## config.mk

```make
export PLATFORM = sky130hd
export DESIGN_NAME = rpo_cell
export DESIGN_NICKNAME = d
export VERILOG_FILES = /design/src/rpo_pkg.sv /design/src/rpo_cell.sv
export SDC_FILE = /design/constraint.sdc
export NUM_CORES = 1
export LEC_CHECK = 0
export CORE_MARGIN = 2
export CORE_UTILIZATION = 35
export DETAILED_ROUTE_END_ITERATION = 6
export DONT_BUFFER_PORTS = 1
export GPL_TIMING_DRIVEN = 0
export PLACE_DENSITY = 0.62
export SYNTH_ARGS = -nofsm -noshare
export SYNTH_HDL_FRONTEND = slang
export SYNTH_SLANG_ARGS = --single-unit
```

## constraint.sdc

```tcl
create_clock -name i_clk -period 3.75 [get_ports i_clk]
set_input_delay 0.1875 -clock i_clk [delete_from_list [all_inputs] [get_ports i_clk]]
set_output_delay 0.1875 -clock i_clk [all_outputs]
set_load 0.005 [all_outputs]
```

## src/rpo_pkg.sv

```systemverilog
// ----------------------------------------------------------------------------
// rpo_pkg: shared types and constants of the point rotator
// Holds the datapath widths, the per-stage vector type and the arctangent
// table that drives the micro-rotation cells.
// ----------------------------------------------------------------------------
package rpo_pkg;

    // Field and datapath widths.
    localparam int COORD_W      = 16;
    localparam int DIFF_W       = COORD_W + 1;
    localparam int GUARD_BITS   = 12;
    localparam int XY_W         = 32;
    localparam int Z_W          = 33;
    localparam int GAIN_W       = 33;
    localparam int PROD_W       = XY_W + GAIN_W;
    localparam int ROUND_SHIFT  = 44;

    // Iteration count and table size.
    localparam int ITERATIONS_DEFAULT = 16;
    localparam int ATAN_ENTRIES       = 24;

    // Quarter turn in input angle units, and the 1/K gain in Q0.32.
    localparam logic signed [COORD_W-1:0] QUARTER_TURN = 16'sd16384;
    localparam logic [31:0]               INV_GAIN_Q32 = 32'h9B74EDA8;

    typedef logic signed [COORD_W-1:0] t_coord;
    typedef logic signed [XY_W-1:0]    t_xy;
    typedef logic signed [Z_W-1:0]     t_z;

    // One beat of the rotation pipeline: vector, residual angle, centre.
    typedef struct packed {
        t_xy    x;
        t_xy    y;
        t_z     z;
        t_coord cx;
        t_coord cy;
    } t_vec;

    // atan(2^-i) in units of pi/2^31.
    function automatic logic [31:0] atan_entry(input int idx);
        logic [31:0] v;
        case (idx)
            0:       v = 32'h20000000;
            1:       v = 32'h12E4051E;
            2:       v = 32'h09FB385B;
            3:       v = 32'h051111D4;
            4:       v = 32'h028B0D43;
            5:       v = 32'h0145D7E1;
            6:       v = 32'h00A2F61E;
            7:       v = 32'h00517C55;
            8:       v = 32'h0028BE53;
            9:       v = 32'h00145F2F;
            10:      v = 32'h000A2F98;
            11:      v = 32'h000517CC;
            12:      v = 32'h00028BE6;
            13:      v = 32'h000145F3;
            14:      v = 32'h0000A2FA;
            15:      v = 32'h0000517D;
            16:      v = 32'h000028BE;
            17:      v = 32'h0000145F;
            18:      v = 32'h00000A30;
            19:      v = 32'h00000518;
            20:      v = 32'h0000028C;
            21:      v = 32'h00000146;
            22:      v = 32'h000000A3;
            23:      v = 32'h00000051;
            default: v = 32'h00000000;
        endcase
        return v;
    endfunction

endpackage

```

## src/rpo_cell.sv

```systemverilog
// ----------------------------------------------------------------------------
// rpo_cell: one CORDIC micro-rotation
// Rotates the vector by plus or minus atan(2^-STAGE) depending on the sign of
// the residual angle and hands the beat to the next cell.
// ----------------------------------------------------------------------------
module rpo_cell
    import rpo_pkg::*;
#(
    parameter int STAGE = 0
) (
    input  logic i_clk,
    input  logic i_rst_n,
    input  logic i_valid,
    output logic o_ready,
    input  t_vec i_vec,
    output logic o_valid,
    input  logic i_ready,
    output t_vec o_vec
);

    localparam t_z ATAN = t_z'({1'b0, atan_entry(STAGE)});

    logic r_valid;
    t_vec r_vec;
    t_vec n_vec;
    t_xy  w_xs;
    t_xy  w_ys;
    logic w_adv;

    assign w_adv   = !r_valid || i_ready;
    assign o_ready = w_adv;
    assign o_valid = r_valid;
    assign o_vec   = r_vec;

    // Arithmetic shifts round toward minus infinity, as required.
    assign w_xs = i_vec.x >>> STAGE;
    assign w_ys = i_vec.y >>> STAGE;

    // A residual angle of zero or more turns counterclockwise.
    always_comb begin
        n_vec.cx = i_vec.cx;
        n_vec.cy = i_vec.cy;
        if (!i_vec.z[Z_W-1]) begin
            n_vec.x = i_vec.x - w_ys;
            n_vec.y = i_vec.y + w_xs;
            n_vec.z = i_vec.z - ATAN;
        end else begin
            n_vec.x = i_vec.x + w_ys;
            n_vec.y = i_vec.y - w_xs;
            n_vec.z = i_vec.z + ATAN;
        end
    end

    // Cell register.
    always_ff @(posedge i_clk) begin
        if (!i_rst_n) begin
            r_valid <= 1'b0;
        end else if (w_adv) begin
            r_valid <= i_valid;
        end
    end

    always_ff @(posedge i_clk) begin
        if (w_adv && i_valid) begin
            r_vec <= n_vec;
        end
    end

endmodule

```

# ---- After elaboration in Yosys (flattened, before gate mapping)
# Cells that the tools add are included.
dict set report word_totals {
  regBits 130
  inputBits 133
  out_inout_bits 131
  word_cells 15
}
dict set report classes {
  addsub 5
  n_mux 1
  n_reduce_logical 3
}
# cell n
set op_table {}
lappend op_table {{97-bit two-way mux} 1}
lappend op_table {{32-bit subtractor} 2}
lappend op_table {{33-bit by 31-bit adder with 33-bit output, second input constant} 1}
lappend op_table {{33-bit by 31-bit subtractor with 33-bit output, second input constant} 1}
lappend op_table {{32-bit adder} 1}
lappend op_table {{1-bit logical AND} 1}
lappend op_table {{1-bit zero test} 1}
lappend op_table {{1-bit logical OR} 1}

# ---- Logic depth before layout (Yosys ltp)
dict set report logic_depth {
  word_depth 3
  ltp_mapped 13
  depth_no_buf 12
}

# ---- Least setup slack after synthesis
# OpenSTA, ideal clock, no wires.
dict set report synth_timing {
  path_kind {register to register}
  startpoint {register r_valid (netlist: o_valid)}
  endpoint {register r_vec, in the netlist o_vec[0] (enable)}
  setup_time_ps 503
  t_arrival_ps 3383
  t_required_ps 3247
  path_slack_ps -135
  stages_incl_launch_ff 3
  cell_sequence {dfxtp_1 -> nand2b_1 -> and2_1}
}
dict set report synth_between {
  elab_chain_cells 3
}
# item line
set synth_rtl {}
lappend synth_rtl {{start, declared} rpo_cell.sv:23} ;# logic r_valid;
lappend synth_rtl {{start signal, assigned} rpo_cell.sv:59} ;# r_valid <= i_valid;
lappend synth_rtl {{1-bit zero test} rpo_cell.sv:30} ;# assign w_adv = !r_valid || i_ready;
lappend synth_rtl {{1-bit logical OR} rpo_cell.sv:30}
lappend synth_rtl {{via o_ready} rpo_cell.sv:14} ;# output logic o_ready,
lappend synth_rtl {{1-bit logical AND} rpo_cell.sv:64} ;# if (w_adv && i_valid) begin
lappend synth_rtl {{end signal, assigned} rpo_cell.sv:65} ;# r_vec <= n_vec;
lappend synth_rtl {{end, declared} rpo_cell.sv:24} ;# t_vec r_vec;
# The timed path passes the listed nets, and every way through them passes these cells.
# A chain may end at the register's enable or synchronous reset.

==> out/qor.csv <==
stage;metric;value;unit
timing;final hold violations;0;
placed_design;detailed-placement wirelength estimate;23900;µm
synth;largest family of logic cells by synthesized area;compound AO/OA/AOI/OAI gates;
synth;post-synth top area share;41.5;%
timing;Clock Skew;0.00834;ns
worst_hold_path;worst min path class;in -> reg;
synth;main area contributors after synthesis;edfxtp_1 (41%), ha_1 (13%), a21oi_1 (6.0%), xnor2_1 (4.9%), nor2_1 (3.9%);
timing;Tmin final;3.46;ns
critical_path;Arrival @ worst endpoint;3.60;ns
timing;Slew @ Worst Pin;0.829;ns
clocking;largest buffer count on any clock path;2;
pwr;leakage;4.46;nW
routing;post-route ant nets;0;
floorplanning;num rows;59;
clocking;Post-CTS Setup Bufs;0;
clocking;Clock Sinks;129;
synth;Cell Area, Synth;0.00927;mm²
clocking;CTS tree;done;
run;# Max-Cap Violations;0;
clocking;worst-skew pair later-pin latency;0.41;ns
routing;Detailed Routing Iterations Pass 1;5;
global_routing;global-route wire length before repair;45200;µm
global_routing;vias in the first global route;7609;
routing;via density per instance;5.52;
floorplanning;Starting Density;35.6;%
synth;post-synthesis net count;1199;
status;status;complete, no violations;
clocking;post_cts resized;0;
floorplanning;I/O pin total;264;
placed_design;Placer Congestion;0.947;
synth;Synth Warn #;0;
critical_path;WS Path Type;in -> reg;
timing;TNS Setup;0;ns
placed_design;IO Port Bufs;0;
global_routing;largest net degree at the start of global routing;71;
floorplanning;DIE AREA;0.0278;mm²
routing;drt drc;0;
floorplanning;Die X;167;µm
synth;commonest register cell after synthesis;edfxtp_1;
timing;final setup vio count;0;
synth;register area share after synthesis;41.7;%
cells_and_area;nets;1283;
synth;Syn Inst Count;966;
synth;Synth Area per Inst;9.59;µm²
global_routing;initial antenna violation count;3;
synth;Post-Synth XOR/XNOR Area;5.86;%
routing;WL final;30200;µm
synth;Synth Area in Adders;13.8;%
global_routing;total gr overflow;0;
clocking;Inserted Clock Buffers;17;
timing;fmax;289;MHz
clocking;Hold-fix buffers, CTS;64;
critical_path;largest fanout on the critical path;9;
synth;post-synthesis mux area share;0.864;%
timing;Pins Over Slew Limit;0;
pwr;VDD IR max;0.342;mV
timing;Slew Limit Headroom;44.3;%
timing;unrepaired setup endpoints after global routing;no;
timing;Final period util;92.2;%
synth;Synth cell types;62;
pwr;P per Cell Area;424;mW/mm²
synth;Post-synth ARST share;0;%
clocking;clock slew at reported path FFs;0.06;ns
clocking;CTS H-Tree Depth;4;
critical_path;startpoint class of the critical path;input pin;
synth;Simple-Gate Fraction of Synth Area;11.6;%
floorplanning;Die Y-Extent;167;µm
synth;compound-gate portion of the synthesized area;20.3;%
floorplanning;Core ar.;0.0261;mm²
routing;routed len/inst;21.6;µm
synth;Post-synth EDFFs;128;
clocking;CTS root buf;clkbuf_16;
critical_path;CP Capture Type;register;
routing;DRT iter0 DRCs;816;
synth;top cell type by total area after synthesis;edfxtp_1;
synth;#FFs+latches synth;129;
routing;DR vias;7719;
global_routing;GRT Total Usage;21.1;%
pwr;Power Total;4.64;mW
critical_path;CP Data Required Time;3.89;ns
cells_and_area;share of cells above drive strength 1;4.71;%
cells_and_area;Area Overhead vs Synth;18.1;%
-- final timing paths --
check,start,to,slack [ns],cells after the start
max,i_vec[69],o_vec[96]$_DFFE_PP_,0.29,12
max reg2reg,o_valid$_SDFFE_PN0N_,o_vec[26]$_DFFE_PP_,1.78,3
min,i_vec[62],o_vec[62]$_DFFE_PP_,0.03,1
min reg2reg,o_valid$_SDFFE_PN0N_,o_vec[34]$_DFFE_PP_,1.20,2
-- power breakdown --
group	switching, mW	internal, mW	total, mW
logic	0.712	0.410	1.12
registers	0.0865	1.79	1.88
clock network	0.650	0.988	1.64
-- cells by family (layout without fill, tap and decap cells) --
group,Yosys count,count (layout)
adder cells (fa/ha/maj),100,100
XOR/XNOR,62,62
other,0,1
multiplexers,8,8
buffers and inverters,139,235
AND/OR/NAND/NOR,229,229
flip-flops,129,129
AO/OA/AOI/OAI,299,299
-- sequential cells by signal (all words and copies together) (netlist names) --
name,flops
o_valid,1
o_vec,128
-- layer usage --
| layer | up-vias | global-route usage (%) | wire (µm) |
|---|---|---|---|
| met3 | 55 | 5.85 | 2710 |
| li1 | 3628 | - | - |
| met5 | - | 0 | 27 |
| met4 | 4 | 7.98 | 909 |
| met1 | 3639 | 27.4 | 12800 |
| met2 | 393 | 33.5 | 13800 |
-- worst max-delay path, stage by stage --
cell and delay (ns):
inv_1 0.03, ha_1 0.28, buf_2 0.18, and3_1 0.21, o21ai_0 0.14, o211ai_1 0.37
a221o_1 0.44, o41ai_2 0.57, o21ai_0 0.35, a2111oi_0 0.58, a211oi_1 0.11, xor2_1 0.16
-- synth_stat cells, types with 12 or more instances --
master,n
edfxtp_1,128
a21oi_1,111
nor2_1,97
ha_1,96
inv_1,96
o21ai_0,60
xnor2_1,52
nand2_1,42
clkbuf_1,25
a21o_1,24
nor3_1,17
nand3_1,13
o21bai_1,13
nor2b_1,12
-- per-stage QoR --
step / setup slack (ns) / std cells / hold slack [ns] / utilization [%] / instance area (µm²)
after floorplan: 0.937 / 966 / 0.286 / - / 9270
after global placement: 0.0789 / 1301 / 0.286 / 37.2 / 9690
after detailed placement: 0.0396 / 1302 / 0.286 / 37.3 / 9710
after CTS: 0.440 / 1397 / 0.0129 / 42.0 / 10900
after global routing: 0.249 / 1397 / 0.00831 / 42.0 / 10900
final: 0.293 / 1398 / 0.0260 / 42.0 / 10900
-- placed cells by master (no fill, tap or decap), types with 13 or more instances in the layout --
master	instances
a21o_1	24
a21oi_1	111
clkbuf_1	25
clkbuf_16	17
dlygate4sd3_1	64
edfxtp_1	128
ha_1	96
inv_1	96
nand2_1	42
nand3_1	13
nor2_1	97
nor3_1	17
o21ai_0	60
o21bai_1	13
xnor2_1	52
-- area by class of cell --
| type | count | area [µm²] |
|---|---|---|
| fillers | 2556 | 15100 |
| multi-input cells | 698 | 4870 |
| repair buffers | 65 | 668 |
| plain buffers | 41 | 168 |
| clock inverters | 14 | 158 |
| inverters | 98 | 368 |
| diodes | 1 | 2.50 |
| flip-flops and latches | 129 | 3860 |
| clock buffers | 17 | 425 |
| well taps | 335 | 419 |
Power figures use the tool's default switching activity.
