File: src/rpo_pkg.sv
// ----------------------------------------------------------------------------
// rpo_pkg: shared types and constants of the point rotator
// Holds the datapath widths, the per-stage vector type and the arctangent
// table that drives the micro-rotation cells.
// ----------------------------------------------------------------------------
package rpo_pkg;

    // Field and datapath widths.
    localparam int COORD_W      = 16;
    localparam int DIFF_W       = COORD_W + 1;
    localparam int GUARD_BITS   = 12;
    localparam int XY_W         = 32;
    localparam int Z_W          = 33;
    localparam int GAIN_W       = 33;
    localparam int PROD_W       = XY_W + GAIN_W;
    localparam int ROUND_SHIFT  = 44;

    // Iteration count and table size.
    localparam int ITERATIONS_DEFAULT = 16;
    localparam int ATAN_ENTRIES       = 24;

    // Quarter turn in input angle units, and the 1/K gain in Q0.32.
    localparam logic signed [COORD_W-1:0] QUARTER_TURN = 16'sd16384;
    localparam logic [31:0]               INV_GAIN_Q32 = 32'h9B74EDA8;

    typedef logic signed [COORD_W-1:0] t_coord;
    typedef logic signed [XY_W-1:0]    t_xy;
    typedef logic signed [Z_W-1:0]     t_z;

    // One beat of the rotation pipeline: vector, residual angle, centre.
    typedef struct packed {
        t_xy    x;
        t_xy    y;
        t_z     z;
        t_coord cx;
        t_coord cy;
    } t_vec;

    // atan(2^-i) in units of pi/2^31.
    function automatic logic [31:0] atan_entry(input int idx);
        logic [31:0] v;
        case (idx)
            0:       v = 32'h20000000;
            1:       v = 32'h12E4051E;
            2:       v = 32'h09FB385B;
            3:       v = 32'h051111D4;
            4:       v = 32'h028B0D43;
            5:       v = 32'h0145D7E1;
            6:       v = 32'h00A2F61E;
            7:       v = 32'h00517C55;
            8:       v = 32'h0028BE53;
            9:       v = 32'h00145F2F;
            10:      v = 32'h000A2F98;
            11:      v = 32'h000517CC;
            12:      v = 32'h00028BE6;
            13:      v = 32'h000145F3;
            14:      v = 32'h0000A2FA;
            15:      v = 32'h0000517D;
            16:      v = 32'h000028BE;
            17:      v = 32'h0000145F;
            18:      v = 32'h00000A30;
            19:      v = 32'h00000518;
            20:      v = 32'h0000028C;
            21:      v = 32'h00000146;
            22:      v = 32'h000000A3;
            23:      v = 32'h00000051;
            default: v = 32'h00000000;
        endcase
        return v;
    endfunction

endpackage

File: src/rpo_post.sv
// ----------------------------------------------------------------------------
// rpo_post: gain correction, rounding and saturation
// Multiplies by 1/K in one stage, then rounds back to Q16.0, adds the centre
// and saturates to 16 bits in the output register.
// ----------------------------------------------------------------------------
module rpo_post
    import rpo_pkg::*;
(
    input  logic   i_clk,
    input  logic   i_rst_n,
    input  logic   i_valid,
    output logic   o_ready,
    input  t_vec   i_vec,
    output logic   o_valid,
    input  logic   i_ready,
    output t_coord o_rotated_x,
    output t_coord o_rotated_y,
    output logic   o_clipped
);

    localparam int RND_W = PROD_W - ROUND_SHIFT;
    localparam int SUM_W = RND_W + 1;
    localparam logic signed [GAIN_W-1:0] GAIN = {1'b0, INV_GAIN_Q32};
    localparam logic signed [PROD_W-1:0] ROUND_BIAS =
        {{(PROD_W-ROUND_SHIFT){1'b0}}, 1'b1, {(ROUND_SHIFT-1){1'b0}}};
    localparam logic signed [SUM_W-1:0] SAT_HI = SUM_W'(32767);
    localparam logic signed [SUM_W-1:0] SAT_LO = -SUM_W'(32768);

    logic                     r_mul_valid;
    logic signed [PROD_W-1:0] r_prod_x;
    logic signed [PROD_W-1:0] r_prod_y;
    t_coord                   r_cx;
    t_coord                   r_cy;
    logic                     r_out_valid;
    t_coord                   r_rot_x;
    t_coord                   r_rot_y;
    logic                     r_clip;
    t_coord                   n_rot_x;
    t_coord                   n_rot_y;
    logic                     n_clip;
    logic                     w_adv_mul;
    logic                     w_adv_out;
    logic signed [PROD_W-1:0] w_bias_x;
    logic signed [PROD_W-1:0] w_bias_y;
    logic signed [SUM_W-1:0]  w_sum_x;
    logic signed [SUM_W-1:0]  w_sum_y;

    assign w_adv_out = !r_out_valid || i_ready;
    assign w_adv_mul = !r_mul_valid || w_adv_out;
    assign o_ready   = w_adv_mul;

    assign o_valid     = r_out_valid;
    assign o_rotated_x = r_rot_x;
    assign o_rotated_y = r_rot_y;
    assign o_clipped   = r_clip;

    // Round half up, drop the fraction, add the centre back.
    assign w_bias_x = r_prod_x + ROUND_BIAS;
    assign w_bias_y = r_prod_y + ROUND_BIAS;
    assign w_sum_x  = {w_bias_x[PROD_W-1], w_bias_x[PROD_W-1:ROUND_SHIFT]}
                    + {{(SUM_W-COORD_W){r_cx[COORD_W-1]}}, r_cx};
    assign w_sum_y  = {w_bias_y[PROD_W-1], w_bias_y[PROD_W-1:ROUND_SHIFT]}
                    + {{(SUM_W-COORD_W){r_cy[COORD_W-1]}}, r_cy};

    // Saturation of each coordinate; either clip raises the flag.
    always_comb begin
        n_clip = 1'b0;
        if (w_sum_x > SAT_HI) begin
            n_rot_x = t_coord'(SAT_HI);
            n_clip  = 1'b1;
        end else if (w_sum_x < SAT_LO) begin
            n_rot_x = t_coord'(SAT_LO);
            n_clip  = 1'b1;
        end else begin
            n_rot_x = w_sum_x[COORD_W-1:0];
        end
        if (w_sum_y > SAT_HI) begin
            n_rot_y = t_coord'(SAT_HI);
            n_clip  = 1'b1;
        end else if (w_sum_y < SAT_LO) begin
            n_rot_y = t_coord'(SAT_LO);
            n_clip  = 1'b1;
        end else begin
            n_rot_y = w_sum_y[COORD_W-1:0];
        end
    end

    // Valid flags of the two stages.
    always_ff @(posedge i_clk) begin
        if (!i_rst_n) begin
            r_mul_valid <= 1'b0;
            r_out_valid <= 1'b0;
        end else begin
            if (w_adv_mul) begin
                r_mul_valid <= i_valid;
            end
            if (w_adv_out) begin
                r_out_valid <= r_mul_valid;
            end
        end
    end

    // Gain multiply stage.
    always_ff @(posedge i_clk) begin
        if (w_adv_mul && i_valid) begin
            r_prod_x <= i_vec.x * GAIN;
            r_prod_y <= i_vec.y * GAIN;
            r_cx     <= i_vec.cx;
            r_cy     <= i_vec.cy;
        end
    end

    // Output register.
    always_ff @(posedge i_clk) begin
        if (w_adv_out && r_mul_valid) begin
            r_rot_x <= n_rot_x;
            r_rot_y <= n_rot_y;
            r_clip  <= n_clip;
        end
    end

endmodule
File: config.mk
export PLATFORM = sky130hd
export DESIGN_NAME = rpo_post
export DESIGN_NICKNAME = d
export VERILOG_FILES = /design/src/rpo_pkg.sv /design/src/rpo_post.sv
export SDC_FILE = /design/constraint.sdc
export NUM_CORES = 2
export LEC_CHECK = 0
export BUFFER_PORTS_ARGS = -buffer_cell sky130_fd_sc_hd__buf_4
export CAP_MARGIN = 20
export CORE_MARGIN = 5
export CORE_UTILIZATION = 44
export CTS_CLUSTER_SIZE = 12
export DETAILED_ROUTE_END_ITERATION = 8
export HOLD_SLACK_MARGIN = 0.03
export RECOVER_POWER = 50
export SLEW_MARGIN = 10
export SYNTH_ARGS = -nofsm -noshare
export SYNTH_HDL_FRONTEND = slang
export SYNTH_SLANG_ARGS = --single-unit
File: constraint.sdc
create_clock -name i_clk -period 27.2 [get_ports i_clk]
set_clock_uncertainty 0.05 [all_clocks]
set_input_delay 8.16 -clock i_clk [delete_from_list [all_inputs] [get_ports i_clk]]
set_output_delay 8.16 -clock i_clk [all_outputs]
set_load 0.02 [all_outputs]
# Word level (Yosys, flattened, before mapping)
# Cells that the tools add are included.
word_totals:
  input_bits: 133
  out_inout_bits: 35
  elab_cells: 29
  register_bits: 191
op_classes:
  muxes: 3
  reduce_logical: 7
  addsub: 4
  n_lt_le_gt_ge: 4
  mul: 2
op_table:
  columns: ["operator", "count"]
  rows:
  - ["$add A65 B45 Y65 const B", 2]
  - ["$mul A32 B30 Y62 const B", 2]
  - ["$add A21 B16 Y22", 2]
  - ["$gt A22 B16 Y1 const B", 2]
  - ["$lt A22 B16 Y1 const B", 2]
  - ["$mux W16", 2]
  - ["$reduce_or A3 Y1", 1]
  - ["$logic_and A1 B1 Y1", 2]
  - ["$logic_not A1 Y1", 2]
  - ["$logic_or A1 B1 Y1", 2]
  - ["$mux W1", 1]

# Depth between registers and ports, before layout
logic_depth:
  ltp_word: 4
  ltp_mapped: 29
  depth_no_buf: 28

# Least setup slack after synthesis
# No wires, ideal clock.
synth_timing:
  kind: "input-to-output"
  startpoint: "input i_ready"
  endpoint: "output o_ready"
  stages: 2
  slack_ns: 10.459
  arrival_time_ns: 8.531
  n_path_buf: 0
  path_cell_list: "nor2b_1 nand2_1"
synth_via:
  elab_chain_len: 2
synth_lines:
  columns: ["element", "line_no", "rtl"]
  rows:
  - ["start: declaration", "rpo_post.sv:15", "input logic i_ready,"]
  - ["$logic_or A1 B1 Y1", "rpo_post.sv:48", "assign w_adv_out = !r_out_valid || i_ready;"]
  - ["$logic_or A1 B1 Y1", "rpo_post.sv:49", "assign w_adv_mul = !r_mul_valid || w_adv_out;"]
  - ["end: declaration", "rpo_post.sv:12", "output logic o_ready,"]
# Every way passes these cells.

# Worst setup path after layout
# Ends and elaborated chain as after synthesis.

==> results_dict.tcl <==
set metrics [dict create \
    status "finished with violations" \
    violations "max-capacitance violations, max-slew violations" \
    syn_inst 4479 \
    post_drt_wl_per_cell_um 20.8 \
    cts.sinks 111 \
    ys_seq_elements 111 \
    post-route-period-util 0.624 \
    first_pass_iters 5 \
    portBuffers 134 \
    drc 0 \
    finalMaxSlewViolations 51 \
    synthArstFlopShare 0 \
    hold_violations 0 \
    worstPathCellList "clkbuf_4 > nor2b_1 > nand2_1 > buf_4" \
    cap_violations 2 \
    worstPathArrival_ns 8.77 \
    cp-end-kind "primary output" \
    synth-edff-count 109 \
    drt-vias-per-instance 5.06 \
    finalSetupTns_ns 0 \
    crit_family "simple AND/OR/NAND/NOR gates" \
    boundaryPins 168 \
    fp.dieH_um 326 \
    wl_um 123000 \
    layout-drive-gt1-share 0.0322 \
    cts_made_buffers 9 \
    clock.fmax_mhz 58.9 \
    cts_resized 0 \
    synth_seq_area_share 0.0754 \
    final_net_count 6340 \
    worst-path-buf-inv 2 \
    antenna_found_initial 1 \
    drtIter0Drc 1642 \
    insertedDiodeCount 0 \
    start_kind "input port" \
    whs_path_depth 1 \
    start_util 0.441 \
    synthFlopType "edfxtp_1" \
    synth_area_per_cell_um2 9.81 \
    postRouteAntennaNets 0 \
    reg2regPathDepth 14 \
    yosys_warnings 0 \
    path_max_fanout 4 \
    crit_required_ns 18.99 \
    maxSlewHeadroom -0.912 \
    grt_pass1_wl_um 192000 \
    tightest_slew_ns 2.86 \
    min_period_ns 16.98 \
    row_count 116 \
    area_growth_pct 6.00 \
    ys_types 80 \
    grt_max_degree 77 \
    critPathKind "in -> out" \
    finalSetupViolCount 0 \
    path_depth 4 \
    die_width_um 326 \
    cts_setup_buffers 0 \
    die-area_um2 106000 \
    grt_pass1_vias 32800 \
    place_congestion 0.972 \
    crit_path_top_delay_cell "nor2b_1" \
    max_stage_delay_ns 0.23 \
    cts_max_path_buffers 2 \
    core_region_area_um2 99600 \
    postCtsHoldBufs 0 \
    track_usage 0.235 \
    cts_tree "done" \
    final_util 0.468 \
    rsz0062_at_grt "false" \
    yosys.area.top_type "fa_1" \
    clk_latency_ns 0.36 \
    yosys-top-cells-area "fa_1 38%, ha_1 22%, inv_1 12%" \
    min_path_type "reg -> reg" \
    syn-cell-area_um2 43900 \
    clk_pin_slew_ns 0.08 \
    vias 29800 \
    yosysTopAreaCellShare 0.385 \
    synthesis.nets 6229 \
    overflow 0 \
    cts_root_buf "clkbuf_16" \
    cts-htree-levels 3 \
    hpwl_um 110000 \
]
-- registers in the layout (all words and copies together), names as in the netlist --
register	count
o_rotated_x	16
o_valid	1
r_cx	16
r_prod_y	22
r_mul_valid	1
r_prod_x	22
o_clipped	1
r_cy	16
o_rotated_y	16
-- cell usage in the layout (no fill, tap or decap), types with 9 or more instances in the layout --
| master | netlist | final |
|---|---|---|
| nand2b_1 | 19 | 19 |
| xor2_1 | 180 | 180 |
| clkbuf_4 | 0 | 29 |
| nand2_1 | 129 | 130 |
| a21o_1 | 115 | 115 |
| and3_1 | 22 | 22 |
| o211ai_1 | 9 | 9 |
| a22o_1 | 11 | 11 |
| buf_4 | 0 | 71 |
| ha_1 | 772 | 772 |
| inv_1 | 1380 | 1378 |
| clkbuf_1 | 33 | 38 |
| o21ai_0 | 100 | 107 |
| a31oi_1 | 11 | 11 |
| nand4_1 | 32 | 32 |
| fa_1 | 845 | 845 |
| nor3_1 | 21 | 21 |
| nor2b_1 | 33 | 33 |
| o21bai_1 | 25 | 25 |
| edfxtp_1 | 109 | 109 |
| nand3_1 | 45 | 45 |
| clkbuf_16 | 0 | 9 |
| a211oi_1 | 19 | 19 |
| xnor2_1 | 127 | 127 |
| nor2_1 | 81 | 81 |
| a21oi_1 | 195 | 195 |
| o21a_1 | 21 | 21 |
-- cell type report --
cell class / instances / area (µm²)
Fill cell: 9611 / 53000
Multi-Input combinational cell: 2949 / 35300
Inverter: 1380 / 5180
Sequential cell: 111 / 3310
Tap cell: 1298 / 1620
Timing Repair Buffer: 139 / 898
Clock buffer: 9 / 225
Clock inverter: 7 / 86.3
-- routing by layer --
layer  share of wire  wire, µm  up-vias  GRT usage
met1            0.45     55300    14800      0.325
li1                -         -    14100          -
met4           0.023      2810        2     0.0468
met2            0.45     54700      779      0.373
met5        0.000098        12        -          0
met3           0.080      9800      126     0.0656
-- worst reg2reg max path, delay by kind of cell, from the launching register on --
family | cells | cell delay [ns]
AOI/OAI and AO/OA | 6 | 3.38
and+or+nand+nor | 5 | 1.06
DFF | 1 | 0.46
adders and majority gates | 1 | 0.41
xor gates and xnor gates | 2 | 0.30
-- logic make-up after synthesis --
| kind of cell | after synthesis | synth area share |
|---|---|---|
| mux | 3 | 0.000683 |
| compound gates | 596 | 0.0886 |
| flops | 111 | 0.0754 |
| buf+inv | 1419 | 0.122 |
| fa+ha+maj | 1617 | 0.605 |
| simple gates | 425 | 0.0475 |
| xor+xnor | 308 | 0.0616 |
-- path summary, 6_finish.rpt --
path	startpoint	to	slack, ns
setup reg to reg	r_prod_y[50]	o_clipped	21.20
setup / recovery	i_ready	o_ready	10.22
hold reg to reg	r_mul_valid	o_valid	0.49
hold / removal	r_mul_valid	o_valid	0.49
-- cell usage after synthesis (all sizes together), types with 7 or more instances --
cell type  instances
ha               772
fa               845
o211ai            11
o21bai            26
and3              22
a31oi             11
nand3b             7
nor2              83
nand3             45
nand2            130
xor2             180
nand2b            19
nor2b             33
o31ai              8
a21o             116
inv             1380
xnor2            128
nand4             32
or3                7
clkbuf            33
a22o              11
edfxtp           109
o21a              21
and2              10
o21ai            112
nor3              21
a211oi            19
a21oi            197
-- metrics by stage --
step	hold WS, ns	worst slack (ns)	std cells	cell area [µm²]
4_1_cts	0.482	10.11	5892	46800
2_1_floorplan	0.427	10.46	4479	43900
3_3_place_gp	0.451	10.12	5876	46500
6_report	0.486	10.22	5893	46600
3_5_place_dp	0.460	10.11	5876	46500
5_1_grt	0.522	10.17	5893	46600
Power is left out: the tool's default activity adds up to more than one toggle a clock period on the data nets, which glitch-free logic cannot reach.
