===== config.mk =====
export PLATFORM = sky130hd
export DESIGN_NAME = rpo_pre
export DESIGN_NICKNAME = d
export VERILOG_FILES = /design/src/rpo_pkg.sv /design/src/rpo_pre.sv
export SDC_FILE = /design/constraint.sdc
export NUM_CORES = 1
export LEC_CHECK = 0
export ABC_AREA = 1
export ABC_CLOCK_PERIOD_IN_PS = 6200
export BUFFER_PORTS_ARGS = -buffer_cell sky130_fd_sc_hd__buf_2
export CORE_MARGIN = 3
export CORE_UTILIZATION = 38
export CTS_BUF_LIST = sky130_fd_sc_hd__clkbuf_8
export CTS_CLUSTER_DIAMETER = 40
export CTS_CLUSTER_SIZE = 24
export DETAILED_ROUTE_END_ITERATION = 7
export PLACE_DENSITY_LB_ADDON = 0.15
export SETUP_SLACK_MARGIN = 0.1
export SLEW_MARGIN = 20
export SYNTH_ARGS = -nofsm -noshare
export SYNTH_HDL_FRONTEND = slang
export SYNTH_SLANG_ARGS = --single-unit

===== constraint.sdc =====
create_clock -name i_clk -period 6.2 [get_ports i_clk]
set_input_delay 0.93 -clock i_clk [delete_from_list [all_inputs] [get_ports i_clk]]
set_output_delay 0.93 -clock i_clk [all_outputs]
set_load 0.05 [all_outputs]

===== src/rpo_pkg.sv =====
// ----------------------------------------------------------------------------
// rpo_pkg: shared types and constants of the point rotator
// Holds the datapath widths, the per-stage vector type and the arctangent
// table that drives the micro-rotation cells.
// ----------------------------------------------------------------------------
package rpo_pkg;

    // Field and datapath widths.
    localparam int COORD_W      = 16;
    localparam int DIFF_W       = COORD_W + 1;
    localparam int GUARD_BITS   = 12;
    localparam int XY_W         = 32;
    localparam int Z_W          = 33;
    localparam int GAIN_W       = 33;
    localparam int PROD_W       = XY_W + GAIN_W;
    localparam int ROUND_SHIFT  = 44;

    // Iteration count and table size.
    localparam int ITERATIONS_DEFAULT = 16;
    localparam int ATAN_ENTRIES       = 24;

    // Quarter turn in input angle units, and the 1/K gain in Q0.32.
    localparam logic signed [COORD_W-1:0] QUARTER_TURN = 16'sd16384;
    localparam logic [31:0]               INV_GAIN_Q32 = 32'h9B74EDA8;

    typedef logic signed [COORD_W-1:0] t_coord;
    typedef logic signed [XY_W-1:0]    t_xy;
    typedef logic signed [Z_W-1:0]     t_z;

    // One beat of the rotation pipeline: vector, residual angle, centre.
    typedef struct packed {
        t_xy    x;
        t_xy    y;
        t_z     z;
        t_coord cx;
        t_coord cy;
    } t_vec;

    // atan(2^-i) in units of pi/2^31.
    function automatic logic [31:0] atan_entry(input int idx);
        logic [31:0] v;
        case (idx)
            0:       v = 32'h20000000;
            1:       v = 32'h12E4051E;
            2:       v = 32'h09FB385B;
            3:       v = 32'h051111D4;
            4:       v = 32'h028B0D43;
            5:       v = 32'h0145D7E1;
            6:       v = 32'h00A2F61E;
            7:       v = 32'h00517C55;
            8:       v = 32'h0028BE53;
            9:       v = 32'h00145F2F;
            10:      v = 32'h000A2F98;
            11:      v = 32'h000517CC;
            12:      v = 32'h00028BE6;
            13:      v = 32'h000145F3;
            14:      v = 32'h0000A2FA;
            15:      v = 32'h0000517D;
            16:      v = 32'h000028BE;
            17:      v = 32'h0000145F;
            18:      v = 32'h00000A30;
            19:      v = 32'h00000518;
            20:      v = 32'h0000028C;
            21:      v = 32'h00000146;
            22:      v = 32'h000000A3;
            23:      v = 32'h00000051;
            default: v = 32'h00000000;
        endcase
        return v;
    endfunction

endpackage


===== src/rpo_pre.sv =====
// ----------------------------------------------------------------------------
// rpo_pre: difference vector and quarter-turn prerotation
// Forms point minus centre with guard bits, takes out a quarter turn so the
// residual angle lies in the convergence range, and registers the result.
// ----------------------------------------------------------------------------
module rpo_pre
    import rpo_pkg::*;
(
    input  logic   i_clk,
    input  logic   i_rst_n,
    input  logic   i_valid,
    output logic   o_ready,
    input  t_coord i_point_x,
    input  t_coord i_point_y,
    input  t_coord i_centre_x,
    input  t_coord i_centre_y,
    input  t_coord i_turn_angle,
    output logic   o_valid,
    input  logic   i_ready,
    output t_vec   o_vec
);

    logic                     r_valid;
    t_vec                     r_vec;
    t_vec                     n_vec;
    logic signed [DIFF_W-1:0] w_dx;
    logic signed [DIFF_W-1:0] w_dy;
    t_xy                      w_x;
    t_xy                      w_y;
    t_coord                   w_ang;
    logic                     w_adv;

    // The stage moves whenever its register is empty or downstream takes it.
    assign w_adv   = !r_valid || i_ready;
    assign o_ready = w_adv;
    assign o_valid = r_valid;
    assign o_vec   = r_vec;

    // Difference at 17 bits, then widened with the guard bits.
    assign w_dx = {i_point_x[COORD_W-1], i_point_x} - {i_centre_x[COORD_W-1], i_centre_x};
    assign w_dy = {i_point_y[COORD_W-1], i_point_y} - {i_centre_y[COORD_W-1], i_centre_y};
    assign w_x  = {{(XY_W-DIFF_W-GUARD_BITS){w_dx[DIFF_W-1]}}, w_dx, {GUARD_BITS{1'b0}}};
    assign w_y  = {{(XY_W-DIFF_W-GUARD_BITS){w_dy[DIFF_W-1]}}, w_dy, {GUARD_BITS{1'b0}}};

    // Quarter-turn prerotation. Exactly minus a quarter turn is left as is.
    always_comb begin
        n_vec.cx = i_centre_x;
        n_vec.cy = i_centre_y;
        if (i_turn_angle >= QUARTER_TURN) begin
            n_vec.x = -w_y;
            n_vec.y = w_x;
            w_ang   = i_turn_angle - QUARTER_TURN;
        end else if (i_turn_angle < -QUARTER_TURN) begin
            n_vec.x = w_y;
            n_vec.y = -w_x;
            w_ang   = i_turn_angle + QUARTER_TURN;
        end else begin
            n_vec.x = w_x;
            n_vec.y = w_y;
            w_ang   = i_turn_angle;
        end
        n_vec.z = {w_ang[COORD_W-1], w_ang, 16'h0000};
    end

    // Stage register.
    always_ff @(posedge i_clk) begin
        if (!i_rst_n) begin
            r_valid <= 1'b0;
        end else if (w_adv) begin
            r_valid <= i_valid;
        end
    end

    always_ff @(posedge i_clk) begin
        if (w_adv && i_valid) begin
            r_vec <= n_vec;
        end
    end

endmodule


* Yosys cells after proc, flatten, opt, wreduce, memory -nomap -nowiden *
Cells that the tools add are included.

storage, ports and cells
  bits in latches = 0
  logic and storage cells = 24
  flip-flop bits (word level) = 113
  output and inout bits = 131
  input port bits = 84
  memories = 0
  ROM bits = 0
  memory bits (writable) = 0

operators by class
  shifts and indexed selects = 0
  multipliers = 0
  divide/modulo/power cells = 0
  equal/unequal tests = 0
  multiplexer cells = 4
  reduce and logical (&&, ||, !) cells = 4
  bitwise logic cells = 1
  add/sub/neg operators = 6
  $lt $le $gt $ge = 2

operators by type and width
  operator                  count
  $mux W64                  2
  $neg A29 Y32              2
  $sub A16 B16 Y17          2
  $mux W16                  2
  $add A16 B16 Y16 const B  1
  $ge A16 B16 Y1 const B    1
  $lt A16 B15 Y1 const B    1
  $sub A16 B16 Y16 const B  1
  $reduce_or A2 Y1          1
  $logic_and A1 B1 Y1       1
  $logic_not A1 Y1          1
  $logic_or A1 B1 Y1        1
  $not A1 Y1                1

* Depth between registers and ports, before layout *
Gate-level depths: netlist of run 1.

  depth after elaboration = 4
  mapped depth = 19
  depth with buffers taken out = 19

* Worst setup path before layout of run 1 *
No wires, ideal clock.

  path type = input port to flip-flop
  start = input i_valid
  end = register r_vec, in the netlist o_vec[0], enable pin
  arrival = 5,221 ps
  cell stages on the path = 2
  setup slack = 416 ps
  data required time = 5,637 ps
  setup time = 563 ps
  buffers on the path = 0
  cells stage by stage = inv_1 -> a21oi_1

on the way
  longest elaborated chain between the ends = 1

RTL lines
  element                 line           text
  start: declaration      rpo_pre.sv:11  input logic i_valid,
  $logic_and A1 B1 Y1     rpo_pre.sv:75  if (w_adv && i_valid) begin
  end signal: assignment  rpo_pre.sv:76  r_vec <= n_vec;
  end: declaration        rpo_pre.sv:24  t_vec r_vec;

No other way between the ends.
A chain may end at the register's enable or synchronous reset.

==> results, run 1 <==
- The run finished with clean final reports.
- Setup repair after global routing left no endpoint under its margin.
- The antenna diode count is 0.
- The number of global-route vias before repair is 5388.
- The critical path goes through buf_2 -> inv_1 -> ha_1 -> fa_1 -> ha_1 -> a21boi_1 -> nand3_1 -> nor2_1 -> nand2_1 -> nor2_2 -> nand4_1 -> nor2_2 -> nand2_1 -> nor2_1 -> o21ai_0.
- 215 I/O pins were placed.
- The effective utilization at floorplan is 39.0%.
- The number of flops mapped to enable cells by yosys is 88.
- For this run, the leading register cell type out of synthesis is sky130_fd_sc_hd__edfxtp_1.
- The number of nets with antenna violations after routing is 0.
- The number of sinks on the clock net is 89.
- The cell area after layout is 7720 um2.
- For the worst-skew pair, the clock arrives at the later sink with an insertion delay of 0.38 ns.
- STA classifies the critical path endpoint as a flop.
- During synthesis, Yosys emitted a total of 0 warnings.
- The library cell used most frequently in the layout, excluding fill and tap cells, is sky130_fd_sc_hd__nand2_1.
- CTS built an H-tree with a depth of 3.
- The setup slack after placement is 2.65 ns.
- In this run the cell area measured after placement is 7480 um2.
- TritonCTS built the clock tree.
- The final weighted congestion of routability-driven global placement is 0.869.
- In this run the tightest slew margin relative to its limit is 51.3%.
- The number of hold buffers added after cts is 0.
- Of all nets on the critical path, the largest fanout is 4.
- The slowest stage of the critical path is the sky130_fd_sc_hd__fa_1 cell.
- During placement, the flow inserted port buffers numbering 174.
- The number of unique standard cell types used by synthesis is 46.
- Counting both buffers and inverters, the worst setup path holds a total of 2.
- Grouping stages by cell kind, the critical path spends the most delay in simple AND/OR/NAND/NOR gates.
- The placed wire-length estimate after detailed placement is 12.7 mm.
- The type of element launching the critical path is a primary input.
- The transition time at the pin with the least slew margin is 0.726 ns.
- The routed design could run at a clock period as short as 3.12 ns.
- The final number of hold-violating endpoints is 0.
- The aggregate global routing overflow is 0.
- The number of standard cells after synthesis is 806.
- The tool flagged a number of max-cap violations equal to 0.
- The class of the most critical setup path is primary input to flop.
- The largest voltage drop on the vdd net is 89.8 uV.
- Of all flip-flops after synthesis, the portion carrying an async set or reset was 0%.
- Global routing used 16.9% of the available tracks.
- The number of setup buffers added after CTS is 0.
- For this design the static power due to leakage is 3.81 nW.
- A synthesized cell averages 8.05 um2.
- The number of vias in the routed layout is 5611.
- The flip-flop and latch count after synthesis is 89.
- The min-delay analysis places its worst path in the category flop to flop.
- The number of gates resized after CTS was 0.
- Data on the critical path arrives at its endpoint at 3.26 ns.
- The final layout net count is 1108.
- Counting along the longest clock path gives a buffer depth of 2.
- The number of antenna violations at the first check in global routing is 0.
- After synthesis the cells add up to 6490 um2.
- At the end of the flow the core is filled with cells to 46.4%.
- The final critical-path setup slack is 3.08 ns.
- Using the TritonRoute via totals, the vias-per-cell ratio works out to 4.64.
- Of the cells placed in the final design, the portion with a size suffix greater than 1 is 24.8%.
- Setup violations remaining at the end of the flow were counted as 0.
- The die is 137 um wide.
- For this run, the slowest stage of the critical path takes 0.58 ns.
- After detailed routing, the average wire length per cell comes to 13.1 um.
- The first-pass detailed-route iteration total is 5.
- The floorplan step defined a die boundary enclosing 18700 um2.
- The height of the die is 137 um.
- The tightest hold path in the finished design has a slack of 0.558 ns.
- Dividing the final minimum period by the clock period gives 50.4%.
- The floorplan has 47 rows.
- The number of pins exceeding their max-slew limit in the final report is 0.
- For this block, the initial DRC count from the detailed router was 326.
- The highest attainable clock frequency is 320 MHz.
- The CTS clock-pin slew for the worst setup and hold paths is 0.10 ns.
- The tree is rooted in a sky130_fd_sc_hd__clkbuf_8.
- The residual DRC count is 0.
- The proportion of synthesized chip area in sequential cells is 41.0%.
- The area growth from synthesis to layout is 18.9%.
- The sum of negative setup slack is 0 ns.
- The final layout contains routed wiring with a total length of 15.8 mm.
- The power density over the cells is 256 nW/um2.
- The worst-case clock skew is 0.0100 ns.
- The largest net degree at the start of global routing is 56.
- The number of buffers inserted during clock tree synthesis is 9.
- The required time reported for the critical path endpoint is 6.34 ns.
- In the layout the commonest cells are 187 x sky130_fd_sc_hd__nand2_1, 174 x sky130_fd_sc_hd__buf_2, 131 x sky130_fd_sc_hd__inv_1.
- The first-pass GRT wire length is 25.2 mm.
- The core footprint is 16600 um2.
[flip-flops by register name, summed over array words and instances (netlist names)]
signal,count
o_valid,1
o_vec,88
[report_power, final]
group	internal [mW]	switching, mW	total [mW]
logic	0.195	0.566	0.761
clock network	0.235	0.237	0.472
registers	0.731	0.0123	0.744
total	1.16	0.815	1.98
[per-layer routing]
layer,wire [um],global-route usage (%),vias up
met5,0,0,-
met4,217,5.15,0
met3,1290,4.34,12
met2,7350,27.9,185
met1,6940,21.8,2455
li1,-,-,2959
[worst register-to-register path: stages, from the launching register on]
cell and delay [ns]:
sky130_fd_sc_hd__dfxtp_1 0.35, sky130_fd_sc_hd__a21oi_4 0.14, sky130_fd_sc_hd__buf_4 0.39, sky130_fd_sc_hd__buf_4 0.66
[worst paths after layout]
kind / slack [ns] / start / depth (start not counted) / endpoint
max: 3.08 / i_point_x[0] / 15 / o_vec[95]
min: 0.56 / o_valid / 2 / o_valid
max reg2reg: 4.27 / o_valid / 3 / o_vec[14]
min reg2reg: 0.56 / o_valid / 2 / o_valid
[synth_stat cells (2+ instances only)]
| cell type | number | share of area (%) |
|---|---|---|
| sky130_fd_sc_hd__nand2_1 | 187 | 11 |
| sky130_fd_sc_hd__inv_1 | 131 | 7.6 |
| sky130_fd_sc_hd__edfxtp_1 | 88 | 41 |
| sky130_fd_sc_hd__nor2_1 | 60 | 3.5 |
| sky130_fd_sc_hd__nand3_1 | 59 | 4.6 |
| sky130_fd_sc_hd__buf_4 | 41 | 4.7 |
| sky130_fd_sc_hd__ha_1 | 37 | 7.1 |
| sky130_fd_sc_hd__a21oi_1 | 31 | 2.4 |
| sky130_fd_sc_hd__o21ai_0 | 27 | 2.1 |
| sky130_fd_sc_hd__nand2_2 | 23 | 2.2 |
| sky130_fd_sc_hd__nand4_1 | 16 | 1.5 |
| sky130_fd_sc_hd__o221ai_1 | 16 | 2.2 |
| sky130_fd_sc_hd__nor2_2 | 10 | 0.96 |
| sky130_fd_sc_hd__o22ai_1 | 10 | 0.96 |
| sky130_fd_sc_hd__nand3b_1 | 8 | 0.93 |
| sky130_fd_sc_hd__a21oi_2 | 5 | 0.67 |
| sky130_fd_sc_hd__clkbuf_1 | 5 | 0.29 |
| sky130_fd_sc_hd__nor3_1 | 5 | 0.39 |
| sky130_fd_sc_hd__o21ai_1 | 5 | 0.39 |
| sky130_fd_sc_hd__inv_2 | 3 | 0.17 |
| sky130_fd_sc_hd__nand2_4 | 3 | 0.52 |
| sky130_fd_sc_hd__o21bai_1 | 3 | 0.35 |
| sky130_fd_sc_hd__xnor2_1 | 3 | 0.41 |
| sky130_fd_sc_hd__xor2_1 | 3 | 0.41 |
| sky130_fd_sc_hd__a21o_1 | 2 | 0.23 |
| sky130_fd_sc_hd__buf_2 | 2 | 0.15 |
| sky130_fd_sc_hd__clkinv_1 | 2 | 0.12 |
| sky130_fd_sc_hd__fa_1 | 2 | 0.62 |
| sky130_fd_sc_hd__xnor2_2 | 2 | 0.50 |
[through the flow]
stage | cells | power (mW)
CTS | 1210 | 2.00
floorplan | 845 | 1.37
detailed placement | 1194 | 1.52
global placement | 1194 | 1.52
finish | 1210 | 1.98
global route | 1210 | 2.10
[kinds of logic (layout without fill, tap and decap cells)]
family	after synthesis	count (layout)	share of synthesized area (%)
flip-flops	89	89	41.0
XOR/XNOR	10	10	1.99
buffers and inverters	186	331	13.2
AND/OR/NAND/NOR	374	374	25.8
AO/OA/AOI/OAI	107	107	10.2
other	1	40	0.0578
adder cells (fa/ha/maj)	39	39	7.75
[cell type report]
class	count	area (um2)
inverter	136	510
sequential	89	2660
multi-input combinational	570	3130
timing repair buffer	179	908
clock buffer	9	124
tap	220	275
fill	1706	8930
clock inverter	7	108
Power figures use the tool's default switching activity.
==> inputs of run 2 (changes only) <==
ABC_CLOCK_PERIOD_IN_PS = 2600   (was 6200)
clock period = 2.6 ns   (was 6.2 ns; I/O delays follow)
==> results, run 2 (synthesis gave the netlist of run 1 again) <==
- The run finished with clean final reports.
- The final layout net count is 1181.
- For this block, the routed nets add up to 16.1 mm of wire.
- The largest net degree at the start of global routing is 89.
- The cell area after placement is 8090 um2.
- The port buffer count is 174.
- The clock passes through at most 2 buffers.
- The fraction of final layout cells with drive strength greater than 1 is 32.2%.
- The first global-routing pass estimated 25.7 mm of wire.
- During I/O placement, the number of pins put on the boundary was 215.
- The initial DRC count is 220.
- The area growth from synthesis to layout is 28.9%.
- The library cell used most frequently in the layout, excluding fill and tap cells, is sky130_fd_sc_hd__nand2_1.
- The combinational cell fraction of total power is 43.2%.
- The total power after layout is 4.76 mW.
- The power density over the cells is 569 nW/um2.
- Detailed routing inserted a total of 5871 vias.
- In this run the static leakage power is 4.16 nW.
- The final weighted congestion of routability-driven global placement is 0.827.
- In the routed layout, each cell is associated on average with a via count of 4.58.
- The number of antenna diodes in the final layout is 0.
- The first-pass detailed-route iteration total is 4.
- The total placed cells including tap cells is 1265.
- At the pin with the least slew margin, the transition time is 0.507 ns.
- The final number of hold-violating endpoints is 0.
- The number of buffers inserted during clock tree synthesis is 9.
- In this run the worst hold path is classified as primary input to flop.
- The setup slack after placement is -0.292 ns.
- The ratio of final minimum period to clock period is 90.7%.
- Global routing used 17.2% of the available tracks.
- Setup violations remaining at the end of the flow were counted as 0.
- After filler insertion, the fill cell instance count of the layout stands at 1674.
- The number of pins exceeding their max-slew limit in the final report came to 0.
- For this run, the share of the core covered by cells in the final layout is 50.3%.
- The floorplan die area is 18700 um2.
- The share of total power consumed by net switching is 42.0%.
- The library cells used most frequently in the layout, excluding fill and tap cells, are 182 x sky130_fd_sc_hd__nand2_1, 172 x sky130_fd_sc_hd__buf_2, 128 x sky130_fd_sc_hd__inv_1.
- The number of global-route vias before repair is 5606.
- The highest attainable clock frequency is 424 MHz.
- Sequential cells account for 37.2% of the total power.
- The root cell of the clock tree is sky130_fd_sc_hd__clkbuf_8.
- TritonCTS built the clock tree.
- The die is 137 um tall.
- The flip-flop count of the largest register after layout is 88.
- The number of sinks on the clock net is 89.
- Across the run, the number of max-cap violations was 0.
- The finished cells cover 8370 um2.
- The placed wire-length estimate after detailed placement is 13.0 mm.
- The aggregate global routing overflow is 0.
- The number of antenna violations at the first check in global routing was 0.
- The analysis attributes to net switching a power of 2.00 mW.
- After the flow finishes, the layout carries non-filler instances totaling 1283.
- The effective utilization at floorplan is 39.0%.
- The number of nets with antenna violations after routing is 0.
- In the final layout, flip-flops and latches occupy 2660 um2.
- The internal power component is 2.76 mW.
- The worst setup path is captured at a flop.
- In this run the worst path has a maximum fanout of 3.
- At the worst endpoint, the arrival time is 2.49 ns.
- Clock-pin slew was measured on the worst setup and hold paths at 0.10 ns.
- The wire length per cell is 12.5 um.
- The number of placement rows is 47.
- Setup slack closes at 0.242 ns.
- From left edge to right edge, the die measures 137 um.
- For this run, design rule violations remaining after detail routing come to 0.
- The largest voltage drop on the vdd net is 240 uV.
- In this run the standard cell core region covers 16600 um2.
- Measured against its own limit, the worst slew margin works out to 66.2%.
- The number of H-tree levels is 3.
- The worst-case clock skew is 0.0123 ns.
- In the final layout, the multi-input gates occupy 3220 um2.
- In this run, the clock network consumes 19.6% of the power.
- The worst setup path is of the primary input to flop kind.
- The clock latency at the later pin of the worst-skew pair is 0.38 ns.
- Setup repair after global routing could not meet its margin everywhere.
- The required time reported for the critical path endpoint is 2.73 ns.
- The worst path needs 2.36 ns of the cycle, external delays included.
- The type of element launching the critical path is a primary input.
==> run 2: changes by cell type in the layout (fill, tap and decap cells not counted), moves of 4 or more <==
| cell | previous run | this run |
|---|---|---|
| sky130_fd_sc_hd__nor2_2 | 10 | 16 |
| sky130_fd_sc_hd__nor2_1 | 60 | 53 |
| sky130_fd_sc_hd__ha_1 | 37 | 33 |
| sky130_fd_sc_hd__nand2_1 | 187 | 182 |
| sky130_fd_sc_hd__buf_4 | 5 | 76 |
| sky130_fd_sc_hd__nand2_2 | 23 | 27 |
==> run 2: power by group through the flow <==
stage / sequential [mW] / combinational, mW / clock [mW]
2_1_floorplan: 2.25 / 1.02 / 0
3_3_place_gp: 1.80 / 2.03 / 0
3_5_place_dp: 1.81 / 2.04 / 0
4_1_cts: 1.77 / 2.05 / 0.989
5_1_grt: 1.78 / 2.25 / 1.03
6_report: 1.77 / 2.06 / 0.936
==> run 2: final timing paths <==
check / to / startpoint / cells after the start / slack [ns]
worst max-delay path: o_vec[93] / i_point_x[0] / 15 / 0.24
worst min-delay path: o_vec[50] / i_turn_angle[2] / 1 / 0.17
worst max register to register: o_vec[1] / o_valid / 2 / 1.30
worst min register to register: o_valid / o_valid / 2 / 0.56
==> run 2: area by class of cell <==
class | count | share of cell area [%]
inverter | 136 | 6.28
multi-input combinational | 570 | 38.5
clock buffer | 9 | 1.48
timing repair buffer | 252 | 17.9
sequential | 89 | 31.8
clock inverter | 7 | 0.718
tap | 220 | 3.29
==> run 2: timing repair <==
action / CTS / global route
gates resized for setup: 0 / 21
endpoints found under the setup margin: 0 / 17
hold buffers: 0 / 0
setup buffers: 0 / 2
==> run 2: through the flow <==
step | hold slack (ns) | setup TNS, ns
6_report | 0.173 | 0
5_1_grt | 0.140 | 0
4_1_cts | 0.145 | 0
3_5_place_dp | 0.549 | -3.37
3_3_place_gp | 0.530 | -2.73
2_1_floorplan | 0.489 | -0.00165
==> run 2: critical path, stage by stage <==
cell and delay, ns:
sky130_fd_sc_hd__buf_6 0.09, sky130_fd_sc_hd__inv_8 0.03, sky130_fd_sc_hd__ha_4 0.15, sky130_fd_sc_hd__fa_1 0.51, sky130_fd_sc_hd__ha_2 0.19, sky130_fd_sc_hd__a21boi_4 0.18
sky130_fd_sc_hd__nand3_2 0.09, sky130_fd_sc_hd__nor2_2 0.09, sky130_fd_sc_hd__nand2_2 0.07, sky130_fd_sc_hd__nor2_2 0.13, sky130_fd_sc_hd__nand4_1 0.16, sky130_fd_sc_hd__nor2_2 0.17
sky130_fd_sc_hd__nand4_1 0.09, sky130_fd_sc_hd__nand3_1 0.09, sky130_fd_sc_hd__nand2_1 0.06
==> run 2: routing by layer <==
metal  vias up  track usage (%)  part of all wire (%)
met5         -                0                     0
li1       3115                -                     -
met3        13             3.97                   6.7
met1      2578             22.0                    45
met4         0             4.98                   1.3
met2       165             28.9                    47
